### config.mk
export PLATFORM = sky130hd
export DESIGN_NAME = rcsc_cfg_regs
export DESIGN_NICKNAME = d
export VERILOG_FILES = /design/src/design/rcsc_pkg.sv /design/src/design/rcsc_cfg_regs.sv
export SDC_FILE = /design/constraint.sdc
export NUM_CORES = 1
export LEC_CHECK = 0
export BUFFER_PORTS_ARGS = -buffer_cell sky130_fd_sc_hd__buf_2
export CAP_MARGIN = 20
export CORE_UTILIZATION = 50
export CTS_BUF_LIST = sky130_fd_sc_hd__clkbuf_8
export DETAILED_ROUTE_END_ITERATION = 16
export HOLD_SLACK_MARGIN = 0.05
export PLACE_DENSITY = 0.9
export SYNTH_ARGS = -nofsm -noshare
export SYNTH_HDL_FRONTEND = slang
export SYNTH_SLANG_ARGS = --single-unit
export TNS_END_PERCENT = 30
### constraint.sdc
create_clock -name clk_i -period 0.9 [get_ports clk_i]
set_input_delay 0.27 -clock clk_i [delete_from_list [all_inputs] [get_ports clk_i]]
set_output_delay 0.27 -clock clk_i [all_outputs]
set_load 0.01 [all_outputs]
### src/design/rcsc_pkg.sv
package rcsc_pkg;

  localparam int RAW_W      = 11;
  localparam int CFG_IDX_W  = 3;
  localparam int CFG_DATA_W = 24;
  localparam int OUT_W      = 19;
  localparam int THR_W      = 18;
  localparam int MS_W       = 16;

  // Fixed gains and thresholds of the conditioner.
  localparam logic [15:0]      THROTTLE_GAIN_Q12     = 16'd4096;
  localparam logic [RAW_W-1:0] ARM_CHANNEL_THRESHOLD = 11'd1000;

  localparam logic [14:0] Q14_ONE = 15'd16384;
  localparam logic [16:0] Q16_ONE = 17'd65536;

  // Item kinds.
  localparam logic OP_FRAME = 1'b0;
  localparam logic OP_TICK  = 1'b1;

  // Configuration register indexes.
  localparam logic [CFG_IDX_W-1:0] CFG_IN_MIN     = 3'd0;
  localparam logic [CFG_IDX_W-1:0] CFG_SPAN_RECIP = 3'd1;
  localparam logic [CFG_IDX_W-1:0] CFG_DEADBAND   = 3'd2;
  localparam logic [CFG_IDX_W-1:0] CFG_ALPHA      = 3'd3;
  localparam logic [CFG_IDX_W-1:0] CFG_TIMEOUT_MS = 3'd4;
  localparam logic [CFG_IDX_W-1:0] CFG_ROLL_GAIN  = 3'd5;
  localparam logic [CFG_IDX_W-1:0] CFG_PITCH_GAIN = 3'd6;
  localparam logic [CFG_IDX_W-1:0] CFG_YAW_GAIN   = 3'd7;

  // Stick channels in processing order.
  localparam logic [1:0] CH_ROLL     = 2'd0;
  localparam logic [1:0] CH_PITCH    = 2'd1;
  localparam logic [1:0] CH_THROTTLE = 2'd2;
  localparam logic [1:0] CH_YAW      = 2'd3;

  typedef enum logic [2:0] {
    STEP_NONE,
    STEP_FRAC,
    STEP_GAIN,
    STEP_EMA,
    STEP_WB
  } dp_step_e;

  typedef struct packed {
    logic       capture;
    logic       tick;
    dp_step_e   step;
    logic [1:0] ch;
    logic       load_out;
  } dp_cmd_t;

  typedef struct packed {
    logic [RAW_W-1:0] in_min;
    logic [23:0]      span_recip;
    logic [14:0]      deadband;
    logic [16:0]      alpha;
    logic [MS_W-1:0]  timeout_ms;
    logic [15:0]      roll_gain;
    logic [15:0]      pitch_gain;
    logic [15:0]      yaw_gain;
  } cfg_t;

endpackage

### src/design/rcsc_cfg_regs.sv
module rcsc_cfg_regs import rcsc_pkg::*; (
  input  logic                  clk_i,
  input  logic                  rst_ni,
  input  logic                  cfg_we_i,
  input  logic [CFG_IDX_W-1:0]  cfg_idx_i,
  input  logic [CFG_DATA_W-1:0] cfg_wdata_i,
  output cfg_t                  cfg_o
);

  cfg_t cfg_q;

  always_ff @(posedge clk_i or negedge rst_ni) begin
    if (!rst_ni) begin
      cfg_q.in_min     <= 11'd172;
      cfg_q.span_recip <= 24'd670972;
      cfg_q.deadband   <= 15'd819;
      cfg_q.alpha      <= 17'd19661;
      cfg_q.timeout_ms <= 16'd100;
      cfg_q.roll_gain  <= 16'd4096;
      cfg_q.pitch_gain <= 16'd4096;
      cfg_q.yaw_gain   <= 16'd4096;
    end else if (cfg_we_i) begin
      unique case (cfg_idx_i)
        CFG_IN_MIN:     cfg_q.in_min     <= cfg_wdata_i[10:0];
        CFG_SPAN_RECIP: cfg_q.span_recip <= cfg_wdata_i[23:0];
        CFG_DEADBAND:   cfg_q.deadband   <= cfg_wdata_i[14:0];
        CFG_ALPHA:      cfg_q.alpha      <= cfg_wdata_i[16:0];
        CFG_TIMEOUT_MS: cfg_q.timeout_ms <= cfg_wdata_i[15:0];
        CFG_ROLL_GAIN:  cfg_q.roll_gain  <= cfg_wdata_i[15:0];
        CFG_PITCH_GAIN: cfg_q.pitch_gain <= cfg_wdata_i[15:0];
        CFG_YAW_GAIN:   cfg_q.yaw_gain   <= cfg_wdata_i[15:0];
        default: ;
      endcase
    end
  end

  assign cfg_o = cfg_q;

endmodule

==> results by group <==
Route
  • DR iter-0 viols: approximately 110
  • TritonRoute pass-1 iters: 10
  • DRC: 2
  • Vias per Instance: 5.07
  • Detail Route Antenna Nets: 0
  • Routed wire length: between 10,000 and 15,000 um
  • Vias: ~3,400
  • Wire per inst: roughly 20 um

Status
  • Status: finished, violations left
  • Failing checks: design-rule violations, negative setup slack

Clocking
  • H-tree levels: 4
  • Sink Count: between 100 and 150
  • Worst-Skew Late Latency: about 0.42 ns
  • Clock root cell: clkbuf_8
  • CTS buffer count: 17
  • Max Buffers Root-to-Sink: 2
  • Clock Pin Slew Worst Setup and Hold Paths: 0.07 ns
  • CTS tree: yes

Yosys
  • Register area share after synthesis: 63.0%
  • Number of flops mapped to enable cells by yosys: 0
  • Cell area after synthesis: 5280 um2
  • Most common cell in the netlist: dfrtp_1
  • Synth async-reset ratio: 100%
  • Post-Synthesis Cells: around 290
  • Yosys top cell by area: dfrtp_1
  • Commonest cells post-synth: dfrtp_1 (95), mux2_2 (90), mux2_4 (40), dfstp_2 (36), buf_6 (5)
  • Primary FF master, synth: dfrtp_1
  • Area contributors post-synth: dfrtp_1 (45%), mux2_2 (19%), dfstp_2 (18%)
  • Flops & latches, synth: approximately 130
  • Synth warn: 0
  • Syn nets: roughly 320
  • Synth Area per Inst: around 18 um2
  • Yosys top cell area share: between 40% and 50%
  • Netlist cell types: 13

GRT
  • Vias in the first global route: 3,699
  • Antenna violations before repair: 0
  • Total GRT Usage: 25.2%
  • Global-route wire length before repair: 20,700 um
  • Largest net degree at the start of global routing: 57
  • Congestion Overflow GR: 0

STA
  • Setup TNS: -47.02 ns
  • Highest clock rate: about 740 MHz
  • Unrepaired setup endpoints after global routing: true
  • Slew @ Worst Pin: 0.302 ns
  • Slew Viols, Final: 0
  • Fin Clk Skew: 0 ns
  • Final critical-path setup slack: -0.457 ns
  • Post-layout minimum cycle time: approximately 1.4 ns
  • Final hold slack: between 0.08 and 0.09 ns
  • Final hold vios: 0
  • Fin crit share: 151%
  • Slew HR: roughly four fifths
  • Final setup viols: roughly 180

Floorplan
  • IO Count: between 150 and 200
  • Site Rows: 37
  • Die Footprint: ~11,000 um2
  • Core area: 10,300 um2
  • Die X: approximately 100 um
  • Initial Util: 51.3%
  • Die Span Y: 105 um

Placed design
  • Placer Congestion: 0.758
  • Pre-CTS setup slack: -0.602 ns
  • Port Buf Inserts: 160
  • Instance area at placement: 6580 um2
  • Post-DP HPWL: ~8600 um

Finish
  • Share of cells above drive strength 1: about four fifths
  • Design area: roughly 7600 um2
  • Max FFs per register: ~130
  • Util after Layout: 74.4%
  • Fillcell total: around 660
  • Antenna Cells: 0
  • Area growth syn-to-layout: 44.9%
  • Final nets: between 500 and 600

Setup path
  • Critical path's top delay family: flip-flops
  • Max incr delay on CP: ~0.56 ns
  • Crit path cell chain: buf_6
  • CP max stage cell: dfstp_2
  • Critical Path RT: 0.63 ns
  • Critical path arrival: approximately 1.1 ns
  • CP startpoint kind: register
  • Buf/Inv on CP: 1
  • Critical-path maximum fanout: 2
  • Setup CP Type: reg2out
  • Worst Setup End Kind: output port

Job
  • Max-Cap Viols: 0

Hold path
  • HP Class: in2reg

Power
  • Pwr Density: approximately 2400 nW/um2
  • Peak supply drop: about 0.0017 V
  • Static leakage: between 0.003 and 0.004 uW
==> placed cells by master (no fill, tap or decap) <==
cell,n
buf_2,111
dfrtp_1,95
mux2_2,71
mux2_4,59
buf_6,53
buf_4,49
dfstp_2,36
clkbuf_8,19
buf_12,17
inv_1,6
clkinv_2,4
dlygate4sd3_1,4
nand4b_4,3
bufinv_16,2
buf_8,2
and4bb_4,1
and4bb_2,1
mux2_1,1
and4bb_1,1
nand4_4,1
nor4b_4,1
==> power by group <==
group          switching (uW)  internal [uW]
Sequential                881           7460
Clock                    2110           2510
Combinational            2100           3400
Total                    5090          13400
==> worst reg2reg max path: stages, from the launching register on <==
cell	delay, ns
dfrtp_1	0.40
buf_4	0.14
buf_4	0.12
mux2_4	0.25
==> stage by stage <==
| stage | cells | total power (uW) |
|---|---|---|
| 2_1_floorplan | 286 | 10400 |
| 3_3_place_gp | 603 | 12300 |
| 3_5_place_dp | 603 | 12600 |
| 4_1_cts | 660 | 18100 |
| 5_1_grt | 673 | 19200 |
| 6_report | 673 | 18500 |
==> what timing repair did <==
item | CTS | global route
endpoints found under the hold margin | 107 | 0
buffers inserted | 22 | 13
pin swaps | 4 | 1
endpoints found under the setup margin | 208 | 171
hold buffers | 4 | 0
resized for setup | 58 | 21
==> layout make-up <==
cell class	count	area, um2	area share, %
repair buffers	236	1930	25.3
flip-flops and latches	131	3320	43.5
clock buffers	19	262	3.42
multi-input cells	139	1850	24.3
clock inverters	12	103	1.34
well taps	136	170	2.23
==> final timing paths <==
kind	cells past startpoint	endpoint	slack [ns]	startpoint
setup / recovery	1	cfg_o[89]	-0.46	cfg_o[89]
hold / removal	2	cfg_o[117]	0.08	cfg_wdata_i[21]
setup reg to reg	3	cfg_o[128]	-0.13	cfg_o[128]
hold reg to reg	1	cfg_o[79]	0.50	cfg_o[79]
max in group asynchronous	4	cfg_o[78]	0.11	rst_ni
min in group asynchronous	3	cfg_o[45]	0.37	rst_ni
==> routing by layer <==
metal | share of wire (%) | GRT usage (%) | vias up
li1 | - | - | 1498
met1 | 43 | 32.4 | 1765
met2 | 50 | 40.7 | 138
met3 | 6.1 | 7.17 | 14
met4 | 1.3 | 9.26 | 0
met5 | 0 | 0 | -
==> kinds of logic after synthesis <==
group	synth area share (%)
mux	30.8
buf+inv	3.44
flops	63.0
simple gates	2.75
(Power assumes the default switching activity.)
