**config.mk**
```make
export PLATFORM = sky130hd
export DESIGN_NAME = rcsc_ctrl
export DESIGN_NICKNAME = d
export VERILOG_FILES = /design/src/design/rcsc_pkg.sv /design/src/design/rcsc_ctrl.sv
export SDC_FILE = /design/constraint.sdc
export NUM_CORES = 1
export LEC_CHECK = 0
export BUFFER_PORTS_ARGS = -buffer_cell sky130_fd_sc_hd__buf_4
export CAP_MARGIN = 40
export CORE_AREA = 4 4 41 43
export CTS_BUF_LIST = sky130_fd_sc_hd__clkbuf_4 sky130_fd_sc_hd__clkbuf_8
export CTS_CLUSTER_SIZE = 8
export DETAILED_ROUTE_END_ITERATION = 16
export DIE_AREA = 0 0 45 47
export PLACE_DENSITY = 0.63
export SLEW_MARGIN = 5
export SYNTH_ARGS = -nofsm -noshare
export SYNTH_HDL_FRONTEND = slang
export SYNTH_SLANG_ARGS = --single-unit
```
**constraint.sdc**
```tcl
create_clock -name clk_i -period 0.9 [get_ports clk_i]
set_input_delay 0.045 -clock clk_i [delete_from_list [all_inputs] [get_ports clk_i]]
set_output_delay 0.045 -clock clk_i [all_outputs]
set_load 0.01 [all_outputs]
```
**src/design/rcsc_pkg.sv**
```systemverilog
package rcsc_pkg;

  localparam int RAW_W      = 11;
  localparam int CFG_IDX_W  = 3;
  localparam int CFG_DATA_W = 24;
  localparam int OUT_W      = 19;
  localparam int THR_W      = 18;
  localparam int MS_W       = 16;

  // Fixed gains and thresholds of the conditioner.
  localparam logic [15:0]      THROTTLE_GAIN_Q12     = 16'd4096;
  localparam logic [RAW_W-1:0] ARM_CHANNEL_THRESHOLD = 11'd1000;

  localparam logic [14:0] Q14_ONE = 15'd16384;
  localparam logic [16:0] Q16_ONE = 17'd65536;

  // Item kinds.
  localparam logic OP_FRAME = 1'b0;
  localparam logic OP_TICK  = 1'b1;

  // Configuration register indexes.
  localparam logic [CFG_IDX_W-1:0] CFG_IN_MIN     = 3'd0;
  localparam logic [CFG_IDX_W-1:0] CFG_SPAN_RECIP = 3'd1;
  localparam logic [CFG_IDX_W-1:0] CFG_DEADBAND   = 3'd2;
  localparam logic [CFG_IDX_W-1:0] CFG_ALPHA      = 3'd3;
  localparam logic [CFG_IDX_W-1:0] CFG_TIMEOUT_MS = 3'd4;
  localparam logic [CFG_IDX_W-1:0] CFG_ROLL_GAIN  = 3'd5;
  localparam logic [CFG_IDX_W-1:0] CFG_PITCH_GAIN = 3'd6;
  localparam logic [CFG_IDX_W-1:0] CFG_YAW_GAIN   = 3'd7;

  // Stick channels in processing order.
  localparam logic [1:0] CH_ROLL     = 2'd0;
  localparam logic [1:0] CH_PITCH    = 2'd1;
  localparam logic [1:0] CH_THROTTLE = 2'd2;
  localparam logic [1:0] CH_YAW      = 2'd3;

  typedef enum logic [2:0] {
    STEP_NONE,
    STEP_FRAC,
    STEP_GAIN,
    STEP_EMA,
    STEP_WB
  } dp_step_e;

  typedef struct packed {
    logic       capture;
    logic       tick;
    dp_step_e   step;
    logic [1:0] ch;
    logic       load_out;
  } dp_cmd_t;

  typedef struct packed {
    logic [RAW_W-1:0] in_min;
    logic [23:0]      span_recip;
    logic [14:0]      deadband;
    logic [16:0]      alpha;
    logic [MS_W-1:0]  timeout_ms;
    logic [15:0]      roll_gain;
    logic [15:0]      pitch_gain;
    logic [15:0]      yaw_gain;
  } cfg_t;

endpackage

```
**src/design/rcsc_ctrl.sv**
```systemverilog
module rcsc_ctrl import rcsc_pkg::*; (
  input  logic    clk_i,
  input  logic    rst_ni,
  input  logic    in_valid_i,
  input  logic    in_op_i,
  output logic    in_ready_o,
  input  logic    out_ready_i,
  output logic    out_valid_o,
  output dp_cmd_t cmd_o
);

  typedef enum logic [2:0] {
    S_IDLE,
    S_FRAC,
    S_GAIN,
    S_EMA,
    S_WB,
    S_DONE
  } state_e;

  state_e     state_q;
  logic [1:0] ch_q;
  logic       out_valid_q;

  logic accept;
  logic out_free;
  logic load;

  always_comb begin
    in_ready_o = (state_q == S_IDLE);
    accept     = in_valid_i && in_ready_o;
    out_free   = !out_valid_q || out_ready_i;
    load       = (state_q == S_DONE) && out_free;

    cmd_o.capture  = accept && (in_op_i == OP_FRAME);
    cmd_o.tick     = accept && (in_op_i == OP_TICK);
    cmd_o.ch       = ch_q;
    cmd_o.load_out = load;
    unique case (state_q)
      S_FRAC:  cmd_o.step = STEP_FRAC;
      S_GAIN:  cmd_o.step = STEP_GAIN;
      S_EMA:   cmd_o.step = STEP_EMA;
      S_WB:    cmd_o.step = STEP_WB;
      default: cmd_o.step = STEP_NONE;
    endcase
  end

  always_ff @(posedge clk_i or negedge rst_ni) begin
    if (!rst_ni) begin
      state_q     <= S_IDLE;
      ch_q        <= CH_ROLL;
      out_valid_q <= 1'b0;
    end else begin
      if (load) begin
        out_valid_q <= 1'b1;
      end else if (out_ready_i) begin
        out_valid_q <= 1'b0;
      end
      unique case (state_q)
        S_IDLE: begin
          if (accept) begin
            ch_q    <= CH_ROLL;
            state_q <= (in_op_i == OP_FRAME) ? S_FRAC : S_DONE;
          end
        end
        S_FRAC: state_q <= S_GAIN;
        S_GAIN: state_q <= S_EMA;
        S_EMA:  state_q <= S_WB;
        S_WB: begin
          if (ch_q == CH_YAW) begin
            ch_q    <= CH_ROLL;
            state_q <= S_DONE;
          end else begin
            ch_q    <= ch_q + 2'd1;
            state_q <= S_FRAC;
          end
        end
        S_DONE: begin
          if (out_free) begin
            state_q <= S_IDLE;
          end
        end
        default: state_q <= S_IDLE;
      endcase
    end
  end

  assign out_valid_o = out_valid_q;

  a_last_channel_done: assert property (@(posedge clk_i) disable iff (!rst_ni)
    (state_q == S_WB && ch_q == CH_YAW) |=> (state_q == S_DONE))
    else $error("frame did not finish after the last channel");

  a_load_sets_valid: assert property (@(posedge clk_i) disable iff (!rst_ni)
    load |=> (out_valid_q && state_q == S_IDLE))
    else $error("result load did not raise valid");

  a_idle_channel: assert property (@(posedge clk_i) disable iff (!rst_ni)
    (state_q == S_IDLE || state_q == S_DONE) |-> (ch_q == CH_ROLL))
    else $error("channel counter not rewound");

endmodule

```
==> results by group <==
Power
  • Max IR drop VDD: 1729 uV
  • Sw Ratio: 35.87%
  • Logic pwr share: 67.6%
  • Int Power: 1.567 mW
  • Switching pwr: 0.8762 mW
  • Flop pwr share: 21.9%
  • Clk pwr share: 10.5%
  • Lkg Pwr: 0.3602 nW
  • PD cells: 3287 nW/um^2

Timing
  • Unrepaired setup endpoints after global routing: yes
  • Tmin final: 1.305 ns
  • TNS Setup: -3.794 ns
  • Finish-stage setup viols: 14
  • Slew headroom: 87.72%
  • Least-Margin Pin Slew: 0.1826 ns
  • Tcrit/Tclk final: 145.0%
  • Max Slew Vio Count: 0
  • Final hold viol count: 0
  • Achievable frequency: 766.5 MHz
  • Clock Skew: 0.003083 ns
  • Final worst setup slack: -0.4046 ns

GRT
  • GR Util All Layers: 12.40%
  • Pin count of the biggest net entering global routing: 8
  • Global-route wire length before repair: 1828 um
  • Antenna violations before repair: 0
  • Number of global-route vias before repair: 445
  • GRT Residual Overflow: 0

Routing
  • DR WL/cell: 13.07 um
  • Detailed-route via count: 390
  • Vias per cell: 4.588
  • Detailed Routing Iterations Pass 1: 2
  • Drt initial violations: 5
  • Final WL: 1111 um
  • Antenna viol nets, final: 0
  • Remaining DRCs: 0

Synthesis
  • Post-synthesis instance area: 374.1 sq um
  • Syn_nets: 43
  • Warnings, synthesis: 0
  • Seq cells post-synth: 6
  • Post-synth cell types: 22
  • Syn_area_per_cell: 10.11 sq um
  • Post-synthesis sequential area ratio: 40.13%
  • Synthesized instance count: 37

Worst setup path
  • CP max stage delay: 0.43 ns
  • Critical Path AT: 1.26 ns
  • Worst setup EP type: output pin
  • Worst reg2reg path depth: 5
  • WP data required: 0.85 ns
  • WS Path Type: register to output pin
  • Crit path cell chain: buf_4, buf_4, nor2b_2, buf_4
  • Crit path top cell by count: buf_4
  • WP buf/inv: 3
  • Crit path depth: 4
  • CP startpoint kind: register
  • Max FO, Critical Path: 4
  • Delay-heaviest family, CP: buffers and inverters
  • CP max-delay cell: dfrtp_2

Floorplan
  • Core ar.: 1301 sq um
  • Num rows: 13
  • Die width: 45 um
  • Die Y: 47 um
  • Die area: 2115 sq um
  • Starting Density: 28.75%
  • IO Pins: 15

Placement
  • Placer Congestion: 0.7182
  • Place WS: -0.2054 ns
  • Dpl hpwl: 665.4 um
  • Post-DP Area: 565.5 sq um
  • Placed instance count: 72
  • Input/output buffers: 14

Clock tree
  • CTS clk-pin slew, worst paths: 0.05 ns
  • H-tree Lvls: 1
  • Root Driver: clkbuf_4
  • Worst skew pair latency: 0.24 ns
  • CTS tree: done
  • Num CTS Buffers: 3
  • Clock tree buffer depth: 2
  • Clock sinks: 6

Cells and area
  • Most common cell after layout, fill and taps aside: buf_4
  • Post-layout nets: 78
  • Post-route cell area: 743.2 sq um
  • FILL cells: 127
  • Most frequent cells in the layout: 23 x buf_4, 10 x buf_6
  • N_diodes: 0
  • P&R area growth vs syn: 98.66%
  • Non-filler cells, final: 85
  • Final core area utilization: 57.12%
  • Share of layout cells above drive strength 1: 72.86%

Min path
  • WHS Path Cells: 4
  • Tightest Hold Check Type: primary input to register

Status
  • Failing checks: negative setup slack
  • Run status: finished with violations

Run
  • # Max-Cap Violations: 0
## state kept, by name (all words and copies together) (netlist names)
register,flops
state_q,3
ch_q,2
out_valid_o,1
## cells by family (layout without fill, tap and decap cells)
| kind of cell | Yosys count | in the layout | synth area share (%) |
|---|---|---|---|
| AOI/OAI and AO/OA | 7 | 7 | 13.04 |
| xor gates and xnor gates | 1 | 1 | 2.342 |
| adders and majority gates | 1 | 1 | 3.344 |
| buffers and inverters | 4 | 37 | 10.03 |
| DFF | 6 | 6 | 40.13 |
| and+or+nand+nor | 18 | 18 | 31.11 |
## synthesized netlist by cell type (all sizes together)
cell type,count,share of area [%]
nor2,5,5.7
and2,1,2.3
dfrtp,6,40
a21oi,1,1.3
nor2b,3,5.0
nand2,2,2.0
ha,1,3.3
buf,4,10
nor4bb,1,2.7
nand3b,1,2.0
o31ai,1,2.0
and3,1,1.7
nand2b,1,1.7
nor3,2,5.7
xnor2,1,2.3
a22o,2,4.7
o21ai,2,2.7
and3b,1,2.3
a221oi,1,2.3
## layer usage
metal	part of all wire [%]	up-vias	global-route usage, %
li1	-	194	-
met1	44	187	12.96
met2	53	9	21.19
met3	3.8	0	3.831
met4	0	0	8.772
met5	0	-	0
## worst paths after layout
kind	start	endpoint	slack, ns
max	state_q[1]$_DFFE_PN0P_	cmd_o[4]	-0.40
min reg2reg	ch_q[1]$_DFFE_PN0P_	ch_q[1]$_DFFE_PN0P_	0.62
max in group asynchronous	rst_ni	state_q[0]$_DFFE_PN0P_	0.62
min	out_ready_i	state_q[0]$_DFFE_PN0P_	0.12
max reg2reg	state_q[1]$_DFFE_PN0P_	state_q[2]$_DFFE_PN0P_	-0.32
min in group asynchronous	rst_ni	state_q[2]$_DFFE_PN0P_	0.15
## power groups by stage
stage               clock [mW]  sequential, mW  combinational [mW]
floorplan                    0           0.456               0.761
global placement             0           0.582                1.05
detailed placement           0           0.588                1.06
CTS                      0.262           0.561                1.33
global route             0.293           0.547                1.79
finish                   0.256           0.536                1.65
## what timing repair did
item / in CTS / in global routing
gates resized for setup: 12 / 7
endpoints found under the setup margin: 15 / 15
pin swaps: 4 / 4
endpoints found under the hold margin: 6 / 0
hold buffers: 1 / 0
buffers inserted: 5 / 5
## worst min-delay path: cells and delay by family
family / cells / cell delay, ns
AO/OA/AOI/OAI: 1 / 0.05
buffers and inverters: 1 / 0.11
AND/OR/NAND/NOR: 2 / 0.11
## stage by stage
stage | hold slack, ns | power [mW]
2_1_floorplan | -0.2506 | 1.216
3_3_place_gp | -0.1397 | 1.637
3_5_place_dp | -0.1399 | 1.650
4_1_cts | 0.09826 | 2.154
5_1_grt | 0.1266 | 2.628
6_report | 0.1224 | 2.443
## layout make-up
class	count	area (sq um)	share of cell area [%]
Timing Repair Buffer	34	295.3	39.73
Sequential cell	6	153.9	20.71
Multi-Input combinational cell	27	252.7	34.01
Tap cell	15	18.77	2.525
Clock buffer	3	22.52	3.030
Power figures use the tool's default switching activity.
