$ cat src/design/rcsc_pkg.sv
package rcsc_pkg;

  localparam int RAW_W      = 11;
  localparam int CFG_IDX_W  = 3;
  localparam int CFG_DATA_W = 24;
  localparam int OUT_W      = 19;
  localparam int THR_W      = 18;
  localparam int MS_W       = 16;

  // Fixed gains and thresholds of the conditioner.
  localparam logic [15:0]      THROTTLE_GAIN_Q12     = 16'd4096;
  localparam logic [RAW_W-1:0] ARM_CHANNEL_THRESHOLD = 11'd1000;

  localparam logic [14:0] Q14_ONE = 15'd16384;
  localparam logic [16:0] Q16_ONE = 17'd65536;

  // Item kinds.
  localparam logic OP_FRAME = 1'b0;
  localparam logic OP_TICK  = 1'b1;

  // Configuration register indexes.
  localparam logic [CFG_IDX_W-1:0] CFG_IN_MIN     = 3'd0;
  localparam logic [CFG_IDX_W-1:0] CFG_SPAN_RECIP = 3'd1;
  localparam logic [CFG_IDX_W-1:0] CFG_DEADBAND   = 3'd2;
  localparam logic [CFG_IDX_W-1:0] CFG_ALPHA      = 3'd3;
  localparam logic [CFG_IDX_W-1:0] CFG_TIMEOUT_MS = 3'd4;
  localparam logic [CFG_IDX_W-1:0] CFG_ROLL_GAIN  = 3'd5;
  localparam logic [CFG_IDX_W-1:0] CFG_PITCH_GAIN = 3'd6;
  localparam logic [CFG_IDX_W-1:0] CFG_YAW_GAIN   = 3'd7;

  // Stick channels in processing order.
  localparam logic [1:0] CH_ROLL     = 2'd0;
  localparam logic [1:0] CH_PITCH    = 2'd1;
  localparam logic [1:0] CH_THROTTLE = 2'd2;
  localparam logic [1:0] CH_YAW      = 2'd3;

  typedef enum logic [2:0] {
    STEP_NONE,
    STEP_FRAC,
    STEP_GAIN,
    STEP_EMA,
    STEP_WB
  } dp_step_e;

  typedef struct packed {
    logic       capture;
    logic       tick;
    dp_step_e   step;
    logic [1:0] ch;
    logic       load_out;
  } dp_cmd_t;

  typedef struct packed {
    logic [RAW_W-1:0] in_min;
    logic [23:0]      span_recip;
    logic [14:0]      deadband;
    logic [16:0]      alpha;
    logic [MS_W-1:0]  timeout_ms;
    logic [15:0]      roll_gain;
    logic [15:0]      pitch_gain;
    logic [15:0]      yaw_gain;
  } cfg_t;

endpackage

$ cat src/design/rcsc_datapath.sv
module rcsc_datapath import rcsc_pkg::*; (
  input  logic                    clk_i,
  input  logic                    rst_ni,
  input  dp_cmd_t                 cmd_i,
  input  cfg_t                    cfg_i,
  input  logic [RAW_W-1:0]        roll_raw_i,
  input  logic [RAW_W-1:0]        pitch_raw_i,
  input  logic [RAW_W-1:0]        throttle_raw_i,
  input  logic [RAW_W-1:0]        yaw_raw_i,
  input  logic [RAW_W-1:0]        arm_raw_i,
  input  logic                    failsafe_in_i,
  output logic signed [OUT_W-1:0] roll_out_o,
  output logic signed [OUT_W-1:0] pitch_out_o,
  output logic        [THR_W-1:0] throttle_out_o,
  output logic signed [OUT_W-1:0] yaw_out_o,
  output logic                    signal_lost_o,
  output logic                    armed_o
);

  logic [RAW_W-1:0]        raw_q [4];
  logic signed [OUT_W-1:0] filt_q [4];
  logic [MS_W-1:0]         ms_q;
  logic                    failsafe_held_q;
  logic                    armed_held_q;
  logic signed [44:0]      prod_q;

  logic signed [OUT_W-1:0] roll_q, pitch_q, yaw_q;
  logic        [THR_W-1:0] throttle_q;
  logic                    lost_q, armed_q;

  logic [RAW_W-1:0]        raw_sel;
  logic [RAW_W-1:0]        diff;
  logic signed [OUT_W-1:0] filt_sel;
  logic [18:0]             frac_raw;
  logic [14:0]             frac;
  logic signed [16:0]      x_bip;
  logic [16:0]             x_mag;
  logic signed [16:0]      gain_x;
  logic [15:0]             scale;
  logic signed [OUT_W-1:0] scaled;
  logic signed [19:0]      ema_d;
  logic [16:0]             alpha_c;
  logic signed [19:0]      filt_inc;
  logic signed [19:0]      filt_sum;
  logic signed [24:0]      mul_a;
  logic signed [19:0]      mul_b;

  always_comb begin
    raw_sel  = raw_q[cmd_i.ch];
    filt_sel = filt_q[cmd_i.ch];
    diff     = (raw_sel >= cfg_i.in_min) ? (raw_sel - cfg_i.in_min) : '0;

    // Fraction of full stroke, saturated at one.
    frac_raw = prod_q[34:16];
    frac     = (frac_raw > 19'(Q14_ONE)) ? Q14_ONE : frac_raw[14:0];

    x_bip = $signed({1'b0, frac, 1'b0}) - $signed({2'b00, Q14_ONE});
    x_mag = x_bip[16] ? 17'(-x_bip) : 17'(x_bip);

    case (cmd_i.ch)
      CH_ROLL:  scale = cfg_i.roll_gain;
      CH_PITCH: scale = cfg_i.pitch_gain;
      CH_YAW:   scale = cfg_i.yaw_gain;
      default:  scale = THROTTLE_GAIN_Q12;
    endcase

    if (cmd_i.ch == CH_THROTTLE) begin
      gain_x = $signed({2'b00, frac});
    end else if (x_mag < {2'b00, cfg_i.deadband}) begin
      gain_x = '0;
    end else begin
      gain_x = x_bip;
    end

    // The EMA is computed as prev + alpha*(x - prev) >> 16, which floors the same way.
    scaled   = $signed(prod_q[30:12]);
    ema_d    = $signed({scaled[OUT_W-1], scaled}) - $signed({filt_sel[OUT_W-1], filt_sel});
    alpha_c  = (cfg_i.alpha > Q16_ONE) ? Q16_ONE : cfg_i.alpha;
    filt_inc = $signed(prod_q[35:16]);
    filt_sum = $signed({filt_sel[OUT_W-1], filt_sel}) + filt_inc;

    mul_a = '0;
    mul_b = '0;
    case (cmd_i.step)
      STEP_FRAC: begin
        mul_a = $signed({1'b0, cfg_i.span_recip});
        mul_b = $signed({9'b0, diff});
      end
      STEP_GAIN: begin
        mul_a = $signed({9'b0, scale});
        mul_b = $signed({{3{gain_x[16]}}, gain_x});
      end
      STEP_EMA: begin
        mul_a = $signed({8'b0, alpha_c});
        mul_b = ema_d;
      end
      default: ;
    endcase
  end

  always_ff @(posedge clk_i) begin
    prod_q <= 45'(mul_a * mul_b);
    if (cmd_i.capture) begin
      raw_q[CH_ROLL]     <= roll_raw_i;
      raw_q[CH_PITCH]    <= pitch_raw_i;
      raw_q[CH_THROTTLE] <= throttle_raw_i;
      raw_q[CH_YAW]      <= yaw_raw_i;
    end
    if (cmd_i.load_out) begin
      roll_q     <= filt_q[CH_ROLL];
      pitch_q    <= filt_q[CH_PITCH];
      throttle_q <= filt_q[CH_THROTTLE][THR_W-1:0];
      yaw_q      <= filt_q[CH_YAW];
      lost_q     <= failsafe_held_q || (ms_q > cfg_i.timeout_ms);
      armed_q    <= armed_held_q;
    end
  end

  always_ff @(posedge clk_i or negedge rst_ni) begin
    if (!rst_ni) begin
      for (int i = 0; i < 4; i++) begin
        filt_q[i] <= '0;
      end
      ms_q            <= '1;
      failsafe_held_q <= 1'b0;
      armed_held_q    <= 1'b0;
    end else begin
      if (cmd_i.step == STEP_WB) begin
        filt_q[cmd_i.ch] <= filt_sum[OUT_W-1:0];
      end
      if (cmd_i.capture) begin
        ms_q            <= '0;
        failsafe_held_q <= failsafe_in_i;
        armed_held_q    <= (arm_raw_i > ARM_CHANNEL_THRESHOLD);
      end else if (cmd_i.tick && (ms_q != '1)) begin
        ms_q <= ms_q + 1'b1;
      end
    end
  end

  assign roll_out_o     = roll_q;
  assign pitch_out_o    = pitch_q;
  assign throttle_out_o = throttle_q;
  assign yaw_out_o      = yaw_q;
  assign signal_lost_o  = lost_q;
  assign armed_o        = armed_q;

  a_ms_saturates: assert property (@(posedge clk_i) disable iff (!rst_ni)
    (cmd_i.tick && !cmd_i.capture && ms_q == '1) |=> ms_q == '1)
    else $error("millisecond counter wrapped");

  a_throttle_nonneg: assert property (@(posedge clk_i) disable iff (!rst_ni)
    (cmd_i.step == STEP_WB && cmd_i.ch == CH_THROTTLE)
      |=> !filt_q[CH_THROTTLE][OUT_W-1])
    else $error("throttle filter went negative");

endmodule

$ cat config.mk
export PLATFORM = sky130hd
export DESIGN_NAME = rcsc_datapath
export DESIGN_NICKNAME = d
export VERILOG_FILES = /design/src/design/rcsc_pkg.sv /design/src/design/rcsc_datapath.sv
export SDC_FILE = /design/constraint.sdc
export NUM_CORES = 2
export LEC_CHECK = 0
export BUFFER_PORTS_ARGS = -buffer_cell sky130_fd_sc_hd__buf_2
export CAP_MARGIN = 20
export CORE_MARGIN = 2
export CORE_UTILIZATION = 62
export DETAILED_ROUTE_END_ITERATION = 8
export PLACE_DENSITY = 0.86
export RECOVER_POWER = 50
export SLEW_MARGIN = 5
export SYNTH_ARGS = -nofsm -noshare
export SYNTH_HDL_FRONTEND = slang
export SYNTH_SLANG_ARGS = --single-unit
$ cat constraint.sdc
create_clock -name clk_i -period 12.95 [get_ports clk_i]
set_input_delay 1.295 -clock clk_i [delete_from_list [all_inputs] [get_ports clk_i]]
set_output_delay 1.295 -clock clk_i [all_outputs]
set_load 0.03 [all_outputs]
==> impl_results.md <==
- Outcome: finished with violations
- Violated checks: max-capacitance violations, max-slew violations
- Setup Skew: between 20 and 30 ps
- Drt wl/cell: 21.52 um
- # port buffers: ~270
- Hold Slack: between 400 and 500 ps
- Finished Layout Cells: between 3,000 and 4,000
- Die width: between 200 and 250 um
- All-layer global routing usage: between 30% and 40%
- Clk network pwr share: between 10% and 20%
- Final instance area: between 0.02 and 0.03 mm^2
- Final Setup Violations: 0
- Post-synthesis mux area share: under 10%
- Clock transition at path regs: around 70 ps
- CTS Buf Count: 23
- Initial antenna violation count: 2
- Post-synth ARST share: 39.50%
- Max cap viols: 4
- Setup TNS: 0 ps
- Post-CTS setup buffer count: 0
- Slowest-stage cell, CP: fa_1
- Largest net degree at the start of global routing: between 70 and 80
- Largest stage delay on the critical path: ~550 ps
- Placed cell count: between 3,000 and 4,000
- Clock Sinks: 238
- Post-Synthesis Cells: between 2,000 and 3,000
- Critical path destination: prod_q[34]
- Largest family of logic cells by synthesized area: adder cells
- Synth Flop Type: edfxtp_1
- HP Class: flop to flop
- Simple-Gate Fraction of Synth Area: a little over an eighth
- Layout cell share with drive strength beyond 1: 15.23%
- Clock Latency Late Sink: roughly 540 ps
- DR vias/cell: approximately 6.0
- Worst setup SP type: flop
- N_diodes: 0
- Arr. time, crit path: around 12,000 ps
- Num rows: 75
- Slew Viols, Final: 239
- Most common cell on crit path: fa_1
- Fin crit share: between 80 and 90%
- Max VDD drop: 0.0001039 V
- Minimum clock period: between 10,000 and 15,000 ps
- Post-CTS Hold Buffers: 0
- Worst rel slew slack: -185.0%
- Post-synthesis register bit count: approximately 240
- Fmax achieved: 85.99 MHz
- Fin. Hold Viols: 0
- Required time worst endpoint: around 13,000 ps
- Post-layout nets: ~3,700
- Switch Pwr: just over 2000 uW
- Cts repair resizes: 0
- Hpwl dp: between 60,000 and 70,000 um
- CTS tree: built
- Total wire length: roughly 76,000 um
- Cell Pwr Density: 151.5 mW/mm^2
- Total number of vias: between 20,000 and 25,000
- Crit-path max FO: 20
- Core area: 0.04195 mm^2
- R2R cell count: 42
- CTS root buf: clkbuf_16
- Vias in the first global route: roughly 23,000
- Initial Util: about 63%
- Synth Cell Area: 0.02635 mm^2
- Element type at the critical path end: flop
- Max Root-Sink Buffers: 3
- Yosys cell types: 79
- H-tree lvl count: 1
- First-pass GRT wire length: between 100,000 and 150,000 um
- Worst R2R Setup Slack: 1320 ps
- Die ar.: between 0.04 and 0.05 mm^2
- R2r startpoint: prod_q[20]
- Syn_area_per_cell: roughly 9.7 um^2
- Global route overflow: 0
- Post-synth EDFFs: 121
- Register area share after synthesis: between 20% and 30%
- I/O pin cnt: ~270
- First drt pass iteration count: 6
- Adder-cell share of the synthesized area: 37.24%
- Xor and xnor fraction of the mapped netlist area: 2.978%
- Critical Path Start: prod_q[20]
- Combinational fraction of design power: 57.6%
- Power Total: between 4000 and 5000 uW
- Worst slew pin tran: 4276 ps
- RSZ-0062 raised after global routing: false
- P_leak: 0.01408 uW
- Placer Congestion: roughly 1.0
- # DRC: 0
- Die H: around 210 um
- Placed instance area: between 0.02 and 0.03 mm^2
- Post-DRT Antenna Nets: 0
- Yosys warning count: 0
- Reg2reg end: prod_q[34]
- First DRT Iteration DRCs: approximately 2,000
- Cell-internal power: around 2400 uW
- Area grow syn2layout: 10.63%
- Critical path class: flop to flop
- FF+latch area: 0.006466 mm^2
- Switching Share: ~46%
- Filler cell count: 3,036
- Power share of the sequential group: between 20 and 30%
- Post-synthesis compound-gate area fraction: just over 8%
- Multi-input gate area: about 0.018 mm^2
-- power by group through the flow --
stage | combinational, uW | sequential (uW) | clock (uW)
6_report | 2540 | 1230 | 646
3_5_place_dp | 2460 | 1230 | 0
5_1_grt | 2760 | 1240 | 684
2_1_floorplan | 1630 | 1280 | 0
3_3_place_gp | 2350 | 1220 | 0
4_1_cts | 2490 | 1220 | 653
-- stage by stage --
stage	setup WS (ps)	utilization, %
global placement	1448	67.74
finish	1321	69.49
CTS	1538	69.43
global route	858.3	69.49
detailed placement	935.5	67.74
floorplan	896.6	-
-- final cells by class --
type,instances,share of cell area [%]
inverters,512,6.594
well taps,539,2.314
multi-input cells,1889,60.74
flip-flops and latches,238,22.19
repair buffers,313,5.744
clock inverters,11,0.3434
clock buffers,31,2.078
-- cells in the mapped netlist (all sizes together), types with 7 or more instances --
cell	instances	area (um^2)
or3	12	75.07
a21o	21	157.7
nand3	24	120.1
or2	7	43.79
dfrtp	78	1952
a211oi	9	67.56
edfxtp	121	3633
nor3	25	125.1
nand2b	25	156.4
o21bai	8	60.06
a221oi	13	120.1
a221o	12	120.1
nand4	12	75.07
dfstp	16	420.4
clkbuf	86	322.8
inv	511	1918
mux4	30	675.7
a31oi	8	50.05
o21a	23	172.7
nand2	331	1242
xnor2	54	473.0
xor2	33	289.0
mux2i	16	160.2
nor4	10	90.08
mux2	41	461.7
dfxtp	23	460.4
a21oi	70	354.1
buf	15	56.30
nor2	271	1020
nor2b	15	93.84
o21ai	84	420.4
and3	16	100.1
and2	45	281.5
ha	205	2565
a22oi	19	142.6
fa	362	7247
-- registers in the layout, summed over array words and instances, names as in the netlist, 16 cells and up --
signal / cells
raw_q: 44
ms_q: 16
pitch_out_o: 19
filt_q: 76
throttle_out_o: 18
roll_out_o: 19
yaw_out_o: 19
prod_q: 23
-- cells in the final DEF, fill, tap and decap left out, drive strengths merged, types with 7 or more instances in the layout --
cell type  instances
a221o             12
a21o              21
a21oi             70
dfrtp             78
fa               362
and2              45
nand2b            25
nand4             12
xor2              33
inv              514
ha               205
mux2              41
nor2             271
and3              16
dfstp             16
buf              306
o21bai             8
conb              21
o21a              23
o21ai             84
clkbuf            38
nor4              10
or3               12
nor3              25
dfxtp             23
or2                7
nand2            331
edfxtp           121
a22oi             19
xnor2             54
nand3             24
a221oi            13
nor2b             15
mux4              30
a211oi             9
a31oi              8
mux2i             16
-- kinds of logic after synthesis --
logic type	after synthesis
flops	238
buf+inv	613
fa+ha+maj	567
compound gates	319
other cells	2
mux	87
xor+xnor	88
simple gates	807
-- critical path: cells and delay by family (launching register included) --
| family | cells | cell delay (ps) |
|---|---|---|
| and+or+nand+nor | 8 | 2050 |
| AOI/OAI and AO/OA | 16 | 3280 |
| buffers and inverters | 8 | 1330 |
| DFF | 1 | 440 |
| adders and majority gates | 10 | 4400 |
-- worst min path at each step --
stage	from	endpoint	slack [ps]	cells after the start
after floorplan	armed_held_q	armed_o	430	0
after global placement	armed_held_q	armed_o	440	0
after detailed placement	armed_held_q	armed_o	450	0
after CTS	filt_q[8]	yaw_out_o[8]	470	0
after global routing	filt_q[8]	yaw_out_o[8]	480	0
final	filt_q[51]	pitch_out_o[13]	460	0
-- metal layers --
| layer | vias up | GRT usage [%] | part of all wire, % |
|---|---|---|---|
| li1 | 9198 | - | - |
| met1 | 10470 | 43.90 | 36 |
| met2 | 1288 | 57.17 | 47 |
| met3 | 350 | 9.252 | 11 |
| met4 | 2 | 18.93 | 6.4 |
| met5 | - | 0 | 0.017 |
Power figures use the tool's default switching activity.
